--- config.mk ---
export PLATFORM = sky130hd
export DESIGN_NAME = button_debounce_autorepeat_top
export DESIGN_NICKNAME = d
export VERILOG_FILES = /design/src/hdl/bda_pkg.sv /design/src/hdl/bda_lane.sv /design/src/hdl/bda_merge.sv /design/src/hdl/button_debounce_autorepeat_top.sv
export SDC_FILE = /design/constraint.sdc
export NUM_CORES = 1
export LEC_CHECK = 0
export BUFFER_PORTS_ARGS = -buffer_cell sky130_fd_sc_hd__buf_4
export CAP_MARGIN = 25
export CORE_UTILIZATION = 45
export CTS_CLUSTER_DIAMETER = 200
export CTS_CLUSTER_SIZE = 14
export DETAILED_ROUTE_END_ITERATION = 8
export GPL_ROUTABILITY_DRIVEN = 0
export HOLD_SLACK_MARGIN = 0.02
export PLACE_DENSITY = 0.59
export SYNTH_ARGS = -nofsm -noshare
export SYNTH_HDL_FRONTEND = slang
export SYNTH_SLANG_ARGS = --single-unit
--- constraint.sdc ---
create_clock -name clk -period 10.93 [get_ports clk]
set_clock_uncertainty 0.15 [all_clocks]
set_input_delay 3.279 -clock clk [delete_from_list [all_inputs] [get_ports clk]]
set_output_delay 3.279 -clock clk [all_outputs]
set_load 0.02 [all_outputs]
--- src/hdl/bda_pkg.sv ---
// Shared types and constants for the button debounce and auto-repeat block.
package bda_pkg;

	localparam int NUM_BUTTONS = 4;
	localparam int TICK_W      = 16;
	localparam int PIN_W       = 4;
	localparam int INDEX_W     = 2;
	localparam int CFG_W       = 16;
	localparam int ADDR_W      = 4;
	localparam int DATA_W      = 32;

	localparam logic [CFG_W-1:0] PUSH_SETTLE_RST   = 16'd10;
	localparam logic [CFG_W-1:0] RELEASE_SETTLE_RST = 16'd30;
	localparam logic [CFG_W-1:0] HOLD_DELAY_RST    = 16'd400;
	localparam logic [CFG_W-1:0] REPEAT_PERIOD_RST = 16'd130;

	localparam logic [1:0] REG_PUSH_SETTLE    = 2'd0;
	localparam logic [1:0] REG_RELEASE_SETTLE = 2'd1;
	localparam logic [1:0] REG_HOLD_DELAY     = 2'd2;
	localparam logic [1:0] REG_REPEAT_PERIOD  = 2'd3;

	localparam logic OP_EDGE = 1'b0;
	localparam logic OP_POLL = 1'b1;

	typedef enum logic [3:0] {
		MODE_IDLE     = 4'b0001,
		MODE_PUSHED   = 4'b0010,
		MODE_RELEASED = 4'b0100,
		MODE_HELD     = 4'b1000
	} mode_t;

	typedef struct packed {
		logic [CFG_W-1:0] push_settle;
		logic [CFG_W-1:0] release_settle;
		logic [CFG_W-1:0] hold_delay;
		logic [CFG_W-1:0] repeat_period;
	} cfg_t;

	typedef struct packed {
		logic              poll;
		logic              edge_hit;
		logic [TICK_W-1:0] tick;
	} lane_req_t;

endpackage

--- src/hdl/bda_lane.sv ---
// One button lane: mode machine, edge flag and timestamp.
module bda_lane (
	input  logic               clk,
	input  logic               arst_n,
	input  bda_pkg::cfg_t      cfg,
	input  bda_pkg::lane_req_t req,
	input  logic               pin_high,
	output logic               press
);

	bda_pkg::mode_t                 mode_q, mode_d;
	logic                           pend_q, pend_d;
	logic [bda_pkg::TICK_W-1:0]     stamp_q, stamp_d;
	logic [bda_pkg::TICK_W-1:0]     elapsed;

	assign elapsed = req.tick - stamp_q;

	always_comb begin
		mode_d  = mode_q;
		pend_d  = pend_q;
		stamp_d = stamp_q;
		press   = 1'b0;
		if (req.edge_hit) begin
			pend_d  = 1'b1;
			stamp_d = req.tick;
		end else if (req.poll) begin
			case (mode_q)
				bda_pkg::MODE_IDLE: begin
					if (pend_q && elapsed >= cfg.push_settle) begin
						if (!pin_high) begin
							mode_d = bda_pkg::MODE_PUSHED;
							press  = 1'b1;
						end else begin
							mode_d = bda_pkg::MODE_RELEASED;
						end
						stamp_d = req.tick;
						pend_d  = 1'b0;
					end
				end
				bda_pkg::MODE_PUSHED: begin
					if (elapsed >= cfg.hold_delay) begin
						mode_d  = bda_pkg::MODE_HELD;
						stamp_d = req.tick;
					end
					pend_d = 1'b0;
					if (pin_high) mode_d = bda_pkg::MODE_RELEASED;
				end
				bda_pkg::MODE_RELEASED: begin
					if (elapsed >= cfg.release_settle) begin
						mode_d = bda_pkg::MODE_IDLE;
					end else if (pend_q) begin
						stamp_d = req.tick;
					end
					pend_d = 1'b0;
				end
				bda_pkg::MODE_HELD: begin
					if (elapsed >= cfg.repeat_period) begin
						stamp_d = req.tick;
						press   = 1'b1;
					end
					if (pend_q || pin_high) mode_d = bda_pkg::MODE_RELEASED;
					pend_d = 1'b0;
				end
				default: begin
					mode_d = bda_pkg::MODE_IDLE;
					pend_d = 1'b0;
				end
			endcase
		end
	end

	always_ff @(posedge clk or negedge arst_n) begin
		if (!arst_n) begin
			mode_q  <= bda_pkg::MODE_IDLE;
			pend_q  <= 1'b0;
			stamp_q <= '0;
		end else begin
			mode_q  <= mode_d;
			pend_q  <= pend_d;
			stamp_q <= stamp_d;
		end
	end

endmodule

--- src/hdl/bda_merge.sv ---
// Merge of lane press bits into the registered result mask.
module bda_merge #(
	parameter int NUM_BUTTONS = bda_pkg::NUM_BUTTONS
) (
	input  logic                      clk,
	input  logic                      arst_n,
	input  logic                      poll_accept,
	input  logic [NUM_BUTTONS-1:0]    lane_press,
	output logic                      out_valid,
	input  logic                      out_ready,
	output logic [bda_pkg::PIN_W-1:0] press_mask
);

	logic [bda_pkg::PIN_W-1:0] mask_d;
	logic                      valid_q;
	logic [bda_pkg::PIN_W-1:0] mask_q;

	for (genvar i = 0; i < bda_pkg::PIN_W; i++) begin : g_bit
		if (i < NUM_BUTTONS) begin : g_lane
			assign mask_d[i] = lane_press[i];
		end else begin : g_pad
			assign mask_d[i] = 1'b0;
		end
	end

	always_ff @(posedge clk or negedge arst_n) begin
		if (!arst_n) begin
			valid_q <= 1'b0;
		end else if (poll_accept) begin
			valid_q <= 1'b1;
		end else if (out_ready) begin
			valid_q <= 1'b0;
		end
	end

	always_ff @(posedge clk) begin
		if (poll_accept) mask_q <= mask_d;
	end

	assign out_valid  = valid_q;
	assign press_mask = mask_q;

endmodule

--- src/hdl/button_debounce_autorepeat_top.sv ---
// Top level of the button debounce and auto-repeat block.
//
// Input channel (in_valid/in_ready) carries one request per item: opcode 0
// is an edge on button_index, stamped with tick_now; opcode 1 is a poll that
// samples pin_levels (1 = released) against tick_now for every button.
// An edge request produces no result; a poll request produces one result on
// the output channel (out_valid/out_ready) carrying press_mask.
// A poll's result is registered in the output register that drives the output channel.
// Throughput: one request per cycle while in_ready is high; all button lanes update in parallel and
// one output register holds the merged mask.
// in_ready is high while the output register is empty or being drained, so a
// stalled receiver holds back the next request only while a result waits.
// Settle, hold and repeat times sit in four 16-bit APB registers at byte
// addresses 0, 4, 8 and 12, written with psel/penable/pwrite high.
// Reset (arst_n low) sets every button to idle with no pending edge and a
// zero stamp, loads the register defaults 10, 30, 400 and 130, and empties
// the output register.
module button_debounce_autorepeat_top #(
	parameter int NUM_BUTTONS = bda_pkg::NUM_BUTTONS
) (
	input  logic                        clk,
	input  logic                        arst_n,
	input  logic                        psel,
	input  logic                        penable,
	input  logic                        pwrite,
	input  logic [bda_pkg::ADDR_W-1:0]  paddr,
	input  logic [bda_pkg::DATA_W-1:0]  pwdata,
	output logic [bda_pkg::DATA_W-1:0]  prdata,
	output logic                        pready,
	input  logic                        in_valid,
	output logic                        in_ready,
	input  logic                        opcode,
	input  logic [bda_pkg::TICK_W-1:0]  tick_now,
	input  logic [bda_pkg::INDEX_W-1:0] button_index,
	input  logic [bda_pkg::PIN_W-1:0]   pin_levels,
	output logic                        out_valid,
	input  logic                        out_ready,
	output logic [bda_pkg::PIN_W-1:0]   press_mask
);

	bda_pkg::cfg_t          cfg_q;
	logic                   cfg_write;
	logic [1:0]             reg_sel;
	logic [bda_pkg::CFG_W-1:0] rd_value;
	logic                   in_accept;
	logic                   poll_accept;
	logic [NUM_BUTTONS-1:0] lane_press;

	assign pready    = 1'b1;
	assign cfg_write = psel && penable && pwrite;
	assign reg_sel   = paddr[3:2];

	always_ff @(posedge clk or negedge arst_n) begin
		if (!arst_n) begin
			cfg_q.push_settle    <= bda_pkg::PUSH_SETTLE_RST;
			cfg_q.release_settle <= bda_pkg::RELEASE_SETTLE_RST;
			cfg_q.hold_delay     <= bda_pkg::HOLD_DELAY_RST;
			cfg_q.repeat_period  <= bda_pkg::REPEAT_PERIOD_RST;
		end else if (cfg_write) begin
			case (reg_sel)
				bda_pkg::REG_PUSH_SETTLE:    cfg_q.push_settle    <= pwdata[15:0];
				bda_pkg::REG_RELEASE_SETTLE: cfg_q.release_settle <= pwdata[15:0];
				bda_pkg::REG_HOLD_DELAY:     cfg_q.hold_delay     <= pwdata[15:0];
				bda_pkg::REG_REPEAT_PERIOD:  cfg_q.repeat_period  <= pwdata[15:0];
				default: ;
			endcase
		end
	end

	always_comb begin
		case (reg_sel)
			bda_pkg::REG_PUSH_SETTLE:    rd_value = cfg_q.push_settle;
			bda_pkg::REG_RELEASE_SETTLE: rd_value = cfg_q.release_settle;
			bda_pkg::REG_HOLD_DELAY:     rd_value = cfg_q.hold_delay;
			bda_pkg::REG_REPEAT_PERIOD:  rd_value = cfg_q.repeat_period;
			default:                     rd_value = '0;
		endcase
	end

	assign prdata = {{(bda_pkg::DATA_W-bda_pkg::CFG_W){1'b0}}, rd_value};

	assign in_ready    = !out_valid || out_ready;
	assign in_accept   = in_valid && in_ready;
	assign poll_accept = in_accept && (opcode == bda_pkg::OP_POLL);

	for (genvar b = 0; b < NUM_BUTTONS; b++) begin : g_lane
		bda_pkg::lane_req_t req;
		logic               pin_high;

		assign req.poll     = poll_accept;
		assign req.edge_hit = in_accept && (opcode == bda_pkg::OP_EDGE)
			&& (32'(button_index) == b);
		assign req.tick     = tick_now;

		if (b < bda_pkg::PIN_W) begin : g_pin
			assign pin_high = pin_levels[b];
		end else begin : g_nopin
			assign pin_high = 1'b1;
		end

		bda_lane u_lane (
			.clk      (clk),
			.arst_n   (arst_n),
			.cfg      (cfg_q),
			.req      (req),
			.pin_high (pin_high),
			.press    (lane_press[b])
		);
	end

	bda_merge #(
		.NUM_BUTTONS (NUM_BUTTONS)
	) u_merge (
		.clk         (clk),
		.arst_n      (arst_n),
		.poll_accept (poll_accept),
		.lane_press  (lane_press),
		.out_valid   (out_valid),
		.out_ready   (out_ready),
		.press_mask  (press_mask)
	);

`ifndef NO_ASSERTIONS
	a_poll_gives_result: assert property (@(posedge clk) disable iff (!arst_n)
		poll_accept |=> out_valid)
		else $error("poll request did not produce a result");

	a_edge_no_result: assert property (@(posedge clk) disable iff (!arst_n)
		(in_accept && opcode == bda_pkg::OP_EDGE && !out_valid) |=> !out_valid)
		else $error("edge request produced a result");

	a_cfg_write: assert property (@(posedge clk) disable iff (!arst_n)
		(cfg_write && reg_sel == bda_pkg::REG_PUSH_SETTLE)
		|=> cfg_q.push_settle == $past(pwdata[15:0]))
		else $error("push settle register not written");
`endif

endmodule

* Word level (Yosys, flattened, before mapping)
Cells that the tools add are included.
** Storage, ports and cells
- Bits in registers :: 153
- Bits in latches :: 0
- Memory bits (writable) :: 0
- Memory bits (read-only) :: 0
- Input bits :: 66
- Output and inout port bits :: 39
- Word-level logic and storage cells :: 245
- Memories :: 0
** Cells by class
- Add/subtract/negate cells :: 4
- Multiply operators :: 0
- Div/mod/pow operators :: 0
- $lt $le $gt $ge :: 16
- Equal/unequal tests :: 58
- Shift-type cells :: 0
- Muxes and demuxes :: 95
- Bitwise logic cells :: 5
- Reductions and logical operators :: 46
** Operator list (number)
- two-way mux 16 bit :: 28
- one-hot mux 16 bit (4 select lines) :: 5
- >= comparator 16 bit :: 16
- two-way mux 4 bit :: 20
- one-hot mux 4 bit (4 select lines) :: 4
- subtractor 16 bit :: 4
- != test 3 x 2 -> 1 bit, second input constant :: 20
- two-way mux 1 bit :: 30
- AND reduction 7 bit :: 4
- != test 2 x 1 -> 1 bit, second input constant :: 12
- AND reduction 6 bit :: 4
- nonzero test 5 bit :: 4
- equality test 4 x 1 -> 1 bit, second input constant :: 4
- equality test 4 x 2 -> 1 bit, second input constant :: 4
- equality test 4 x 3 -> 1 bit, second input constant :: 4
- equality test 4 bit, second input constant :: 4
- AND reduction 2 bit :: 8
- logical AND 1 bit :: 13
- two-way mux 3 bit :: 4
- != test 3 bit, second input constant :: 4
- nonzero test 2 bit :: 5
- equality test 2 bit, second input constant :: 4
- one-hot mux 1 bit (2 select lines) :: 4
- logical OR 1 bit :: 5
- 4 further kinds :: 10

* Longest topological paths before layout
- Depth in word-level cells :: 7
- Mapped depth :: 22

* Hierarchy
From an unflattened synthesis, not the netlist that was laid out.
** Second synthesis, totals
- Cells, all modules :: 1865
- Area, all modules :: 16686.0 sq um
** By module, submodules not included
- bda_lane at g_lane[0].u_lane ... :: times used 3, cells each 429, area an instance 3432.0 sq um, sequential area each 526.8 sq um
- bda_lane at g_lane[3].u_lane :: times used 1, cells each 385, area an instance 3205.6 sq um, sequential area each 526.8 sq um
- button_debounce_autorepeat_top :: times used 1, cells each 186, area an instance 3027.9 sq um, sequential area each 1615.3 sq um
- bda_merge :: times used 1, cells each 7, area an instance 156.4 sq um, sequential area each 145.1 sq um

* Worst setup path before layout
No wires, ideal clock.
- Path type :: input to output
- Start point :: in paddr[2] (netlist bit)
- End point :: out prdata[11] (netlist bit)
- Arrival :: 4.749 ns
- Path slack :: 2.752 ns
- Cell stages on the path :: 3
- Buffers on the path :: 2
- Path through :: clkbuf_1 clkbuf_1 mux4_2
** On the way
- Word-level cells in the longest chain between the ends :: 2
- Elaborated cells on any way between the ends :: 5
- Those cells by class :: 3 x eq/ne; 1 x mux; 1 x reduce/logical
** Ends and longest elaborated chain
- from (decl) :: RTL line button_debounce_autorepeat_top.sv:26 : input logic [bda_pkg::ADDR_W-1:0] paddr,
- equality test 2 bit, or another cell as far along :: RTL line button_debounce_autorepeat_top.sv:71 : case (reg_sel)
- one-hot mux 16 bit (4 select lines) (*) :: RTL line button_debounce_autorepeat_top.sv:71
- to (decl) :: RTL line button_debounce_autorepeat_top.sv:28 : output logic [bda_pkg::DATA_W-1:0] prdata,
Mark *: on every way between the ends. The rest lies on a longest branch, timed or not.

* Final worst setup path
- Start point :: in tick_now[0] (netlist bit)
- End point :: reg g_lane[1].u_lane.stamp_q[8] (netlist bit)
** On the way
- Word-level cells in the longest chain between the ends :: 5
- Elaborated cells on any way between the ends :: 11
- Those cells by class :: 1 x add/sub; 4 x order compare; 4 x eq/ne; 2 x reduce/logical
** Ends and longest elaborated chain
- from (decl) :: RTL line button_debounce_autorepeat_top.sv:33 : input logic [bda_pkg::TICK_W-1:0] tick_now,
- subtractor 16 bit (*) :: RTL line bda_lane.sv:16 : assign elapsed = req.tick - stamp_q;
- >= comparator 16 bit :: RTL line bda_lane.sv:29 : if (pend_q && elapsed >= cfg.push_settle) begin
- logical AND 1 bit :: RTL line bda_lane.sv:29
- != test 3 x 2 -> 1 bit (no source line)
- AND reduction 7 bit (no source line) (*)
- to (signal assigned) :: RTL line bda_lane.sv:80 : stamp_q <= stamp_d;
- to (decl) :: RTL line bda_lane.sv:13 : logic [bda_pkg::TICK_W-1:0] stamp_q, stamp_d;
Marks and branches as above.
A chain may end at the register's enable or synchronous reset.

==> results.md <==
- Ports: 105
- # DRC: 0
- Layout Area Growth over Synthesis: 10.0%
- TritonRoute pass-1 iters: 5
- Final worst-path cycle share: 83.1%
- Worst-path clk slew: 0.06 ns
- Initial DRC Count: 975
- Post-CTS setup buffers: 0
- Relative max-transition margin: 29.9%
- Starting density of the core: 45.7%
- Critical register-to-register path endpoint: g_lane[0].u_lane.stamp_q[11]
- Die X: 189 um
- Cell count of the worst hold path: 2
- Endpoint class of the critical path: flop
- Worst hold path type: flop to flop
- Placement-stage worst setup slack: 1.52 ns
- CTS Buffer Depth: 2
- Core Region: 0.0345 mm^2
- CP cell instances: buf_4, inv_1, ha_1, fa_1, nor2b_1, o21ai_0, a21boi_0, o41ai_1, o2111ai_1, a31o_2, a21oi_1, xnor2_1, ha_1, a21o_1, a2111oi_2, o2111ai_1, a31oi_2, o21ai_2, and4_4, o311ai_0
- Number of global-route vias before repair: 13385
- Post-Place Cell Area: 0.0167 mm^2
- Sequential fraction of the synthesis area: 24.5%
- Minimum clock period: 9.08 ns
- RSZ-0062 raised after global routing: false
- Vias post-DR: 13624
- Yosys reg bits: 153
- Max-slew violation count: 0
- Hold path start: g_lane[2].u_lane.stamp_q[5]
- Required @ worst endpoint: 11.10 ns
- Post-synthesis async set-or-reset flop share: 97.4%
- Crit-path max FO: 19
- Fillers: 3299
- # diodes: 0
- Total global routing overflow: 0
- Mapped Area: 0.0158 mm^2
- Clk Latency, worst-skew pair: 0.46 ns
- Setup Viol. Count Final: 0
- Share of layout cells above drive strength 1: 12.2%
- Vias per std cell: 6.00
- Max-cap violations: 0
- Post-cts repair resize count: 0
- HPWL Detailed: 37700 um
- Critical Path Max Stage Delay: 0.59 ns
- Final worst setup slack: 1.85 ns
- Post-synth EDFFs: 4
- CTS tree: yes
- Hold_buf cts: 0
- Setup_tns: 0 ns
- Most frequent cells in the layout: 316 x ha_1, 165 x inv_1, 140 x nand2_1
- Buffers & Inverters on Critical Path: 2
- Clock root buffer: clkbuf_16
- Worst Setup Start Kind: input pin
- Largest net degree at the start of global routing: 85
- Antenna violations before repair: 0
- Fin cells: 2271
- First-pass GRT wire length: 73000 um
- Outcome: finished, final reports clean
- DR WL/cell: 20.4 um
- Mapped Cells: 1742
- Number of buffers created by CTS: 17
- Total number of yosys warnings: 0
- CP arrival: 9.25 ns
- Post-Route WL: 46400 um
- Slowest-stage cell, CP: o41ai_1
- Antenna Nets Post-Route: 0
- Port bufs: 69
- Total track usage: 26.6%
- Final net count: 2189
- Achievable Freq: 0.110 GHz
- Crit path max-delay family: compound AO/OA/AOI/OAI gates
- DP Cell Count: 2238
- Site row count: 68
- R2R cell count: 20
- Reg-to-Reg Start: g_lane[0].u_lane.stamp_q[1]
- DIE HEIGHT: 189 um
- Number of clock sinks: 153
- Main flop type after synthesis: dfrtp_1
- Yosys cell types: 82
- WHS Endpoint: g_lane[2].u_lane.stamp_q[5]
- Finished Cell Area: 0.0174 mm^2
- Worst-Margin Slew: 1.05 ns
- Critical path type: input pin to flop
- Worst reg-to-reg setup slack: 4.61 ns
- Mean Syn Cell Area: 9.06 um^2
- Die area: 0.0358 mm^2
- CTS H-tree depth: 4
- Most common cell after layout, fill and taps aside: ha_1
- Fin. Hold Viols: 0
## through the flow
stage	hold WS, ns	utilization (%)
2_1_floorplan	0.334	-
3_5_place_dp	0.365	48.5
4_1_cts	0.379	50.2
6_report	0.372	50.3
5_1_grt	0.397	50.3
3_3_place_gp	0.357	48.5
## how the worst max path moves through the flow
stage / endpoint / cells past startpoint / slack (ns) / from
floorplan: prdata[11] / 3 / 2.75 / paddr[2]
global placement: g_lane[0].u_lane.stamp_q[11] / 21 / 1.56 / tick_now[0]
detailed placement: g_lane[0].u_lane.stamp_q[8] / 21 / 1.52 / tick_now[0]
CTS: g_lane[1].u_lane.stamp_q[8] / 19 / 1.97 / tick_now[1]
global route: g_lane[0].u_lane.stamp_q[11] / 21 / 1.54 / tick_now[0]
finish: g_lane[1].u_lane.stamp_q[8] / 20 / 1.85 / tick_now[0]
## worst min-delay path, delay by kind of cell (launching register included)
kind                   cells  cell delay, ns
muxes                      1            0.11
DFF                        1            0.32
buffers and inverters      1            0.05
## registers in the layout, indices dropped and copies added, names as in the netlist
signal                 cells
g_lane.u_lane.stamp_q     64
u_merge.press_mask         4
u_merge.out_valid          1
g_lane.u_lane.mode_q      16
g_lane.u_lane.pend_q       4
cfg_q                     64
## cells by family after synthesis
family | share of synthesized area (%)
buf+inv | 5.79
mux | 7.68
fa+ha+maj | 25.6
xor+xnor | 2.78
simple gates | 13.6
compound gates | 20.0
flops | 24.5
other cells | 0.0476
## cell usage after synthesis (6+ instances only)
library cell | n | area share [%]
ha_1 | 316 | 25
inv_1 | 165 | 3.9
nand2_1 | 140 | 3.3
dfrtp_1 | 134 | 21
a21oi_1 | 109 | 3.5
nor2_1 | 93 | 2.2
o21ai_0 | 81 | 2.6
mux2_2 | 48 | 3.4
xnor2_1 | 42 | 2.3
a21o_1 | 40 | 1.9
nand4_1 | 38 | 1.5
a211oi_1 | 35 | 1.7
clkbuf_1 | 34 | 0.81
nor3_1 | 34 | 1.1
nand3_1 | 30 | 0.95
o311ai_0 | 29 | 1.6
mux2i_1 | 28 | 1.8
o21a_1 | 27 | 1.3
o2111ai_1 | 22 | 1.2
nand2b_1 | 21 | 0.83
buf_4 | 17 | 0.81
mux4_2 | 16 | 2.3
nor2b_1 | 16 | 0.63
o211ai_1 | 16 | 0.76
a31oi_1 | 15 | 0.59
dfstp_2 | 15 | 2.5
or3_1 | 15 | 0.59
and3_1 | 13 | 0.52
a2111oi_0 | 12 | 0.67
a211o_1 | 9 | 0.50
and2_1 | 9 | 0.36
or2_2 | 9 | 0.36
xor2_1 | 8 | 0.44
a21boi_0 | 7 | 0.33
nor4_1 | 6 | 0.24
o211a_1 | 6 | 0.38
o31ai_1 | 6 | 0.29
## routing by layer
metal | up-vias | track usage (%) | wire length [um] | part of all wire [%]
met1 | 6663 | 36.3 | 22000 | 47
li1 | 6572 | - | - | -
met5 | - | 0 | 0 | 0
met2 | 331 | 44.0 | 21600 | 46
met4 | 0 | 8.44 | 1140 | 2.5
met3 | 58 | 2.71 | 1690 | 3.6
## cell type report
class / count / area, um^2 / share of cell area, %
clock inverters: 12 / 140 / 0.807
inverters: 165 / 619 / 3.57
well taps: 455 / 569 / 3.28
repair buffers: 84 / 654 / 3.77
clock buffers: 20 / 447 / 2.57
flip-flops and latches: 153 / 3870 / 22.3
multi-input cells: 1382 / 11100 / 63.7
Power is not shown: default switching activity piles up to over one toggle a cycle in this logic, so the estimate is an artifact.
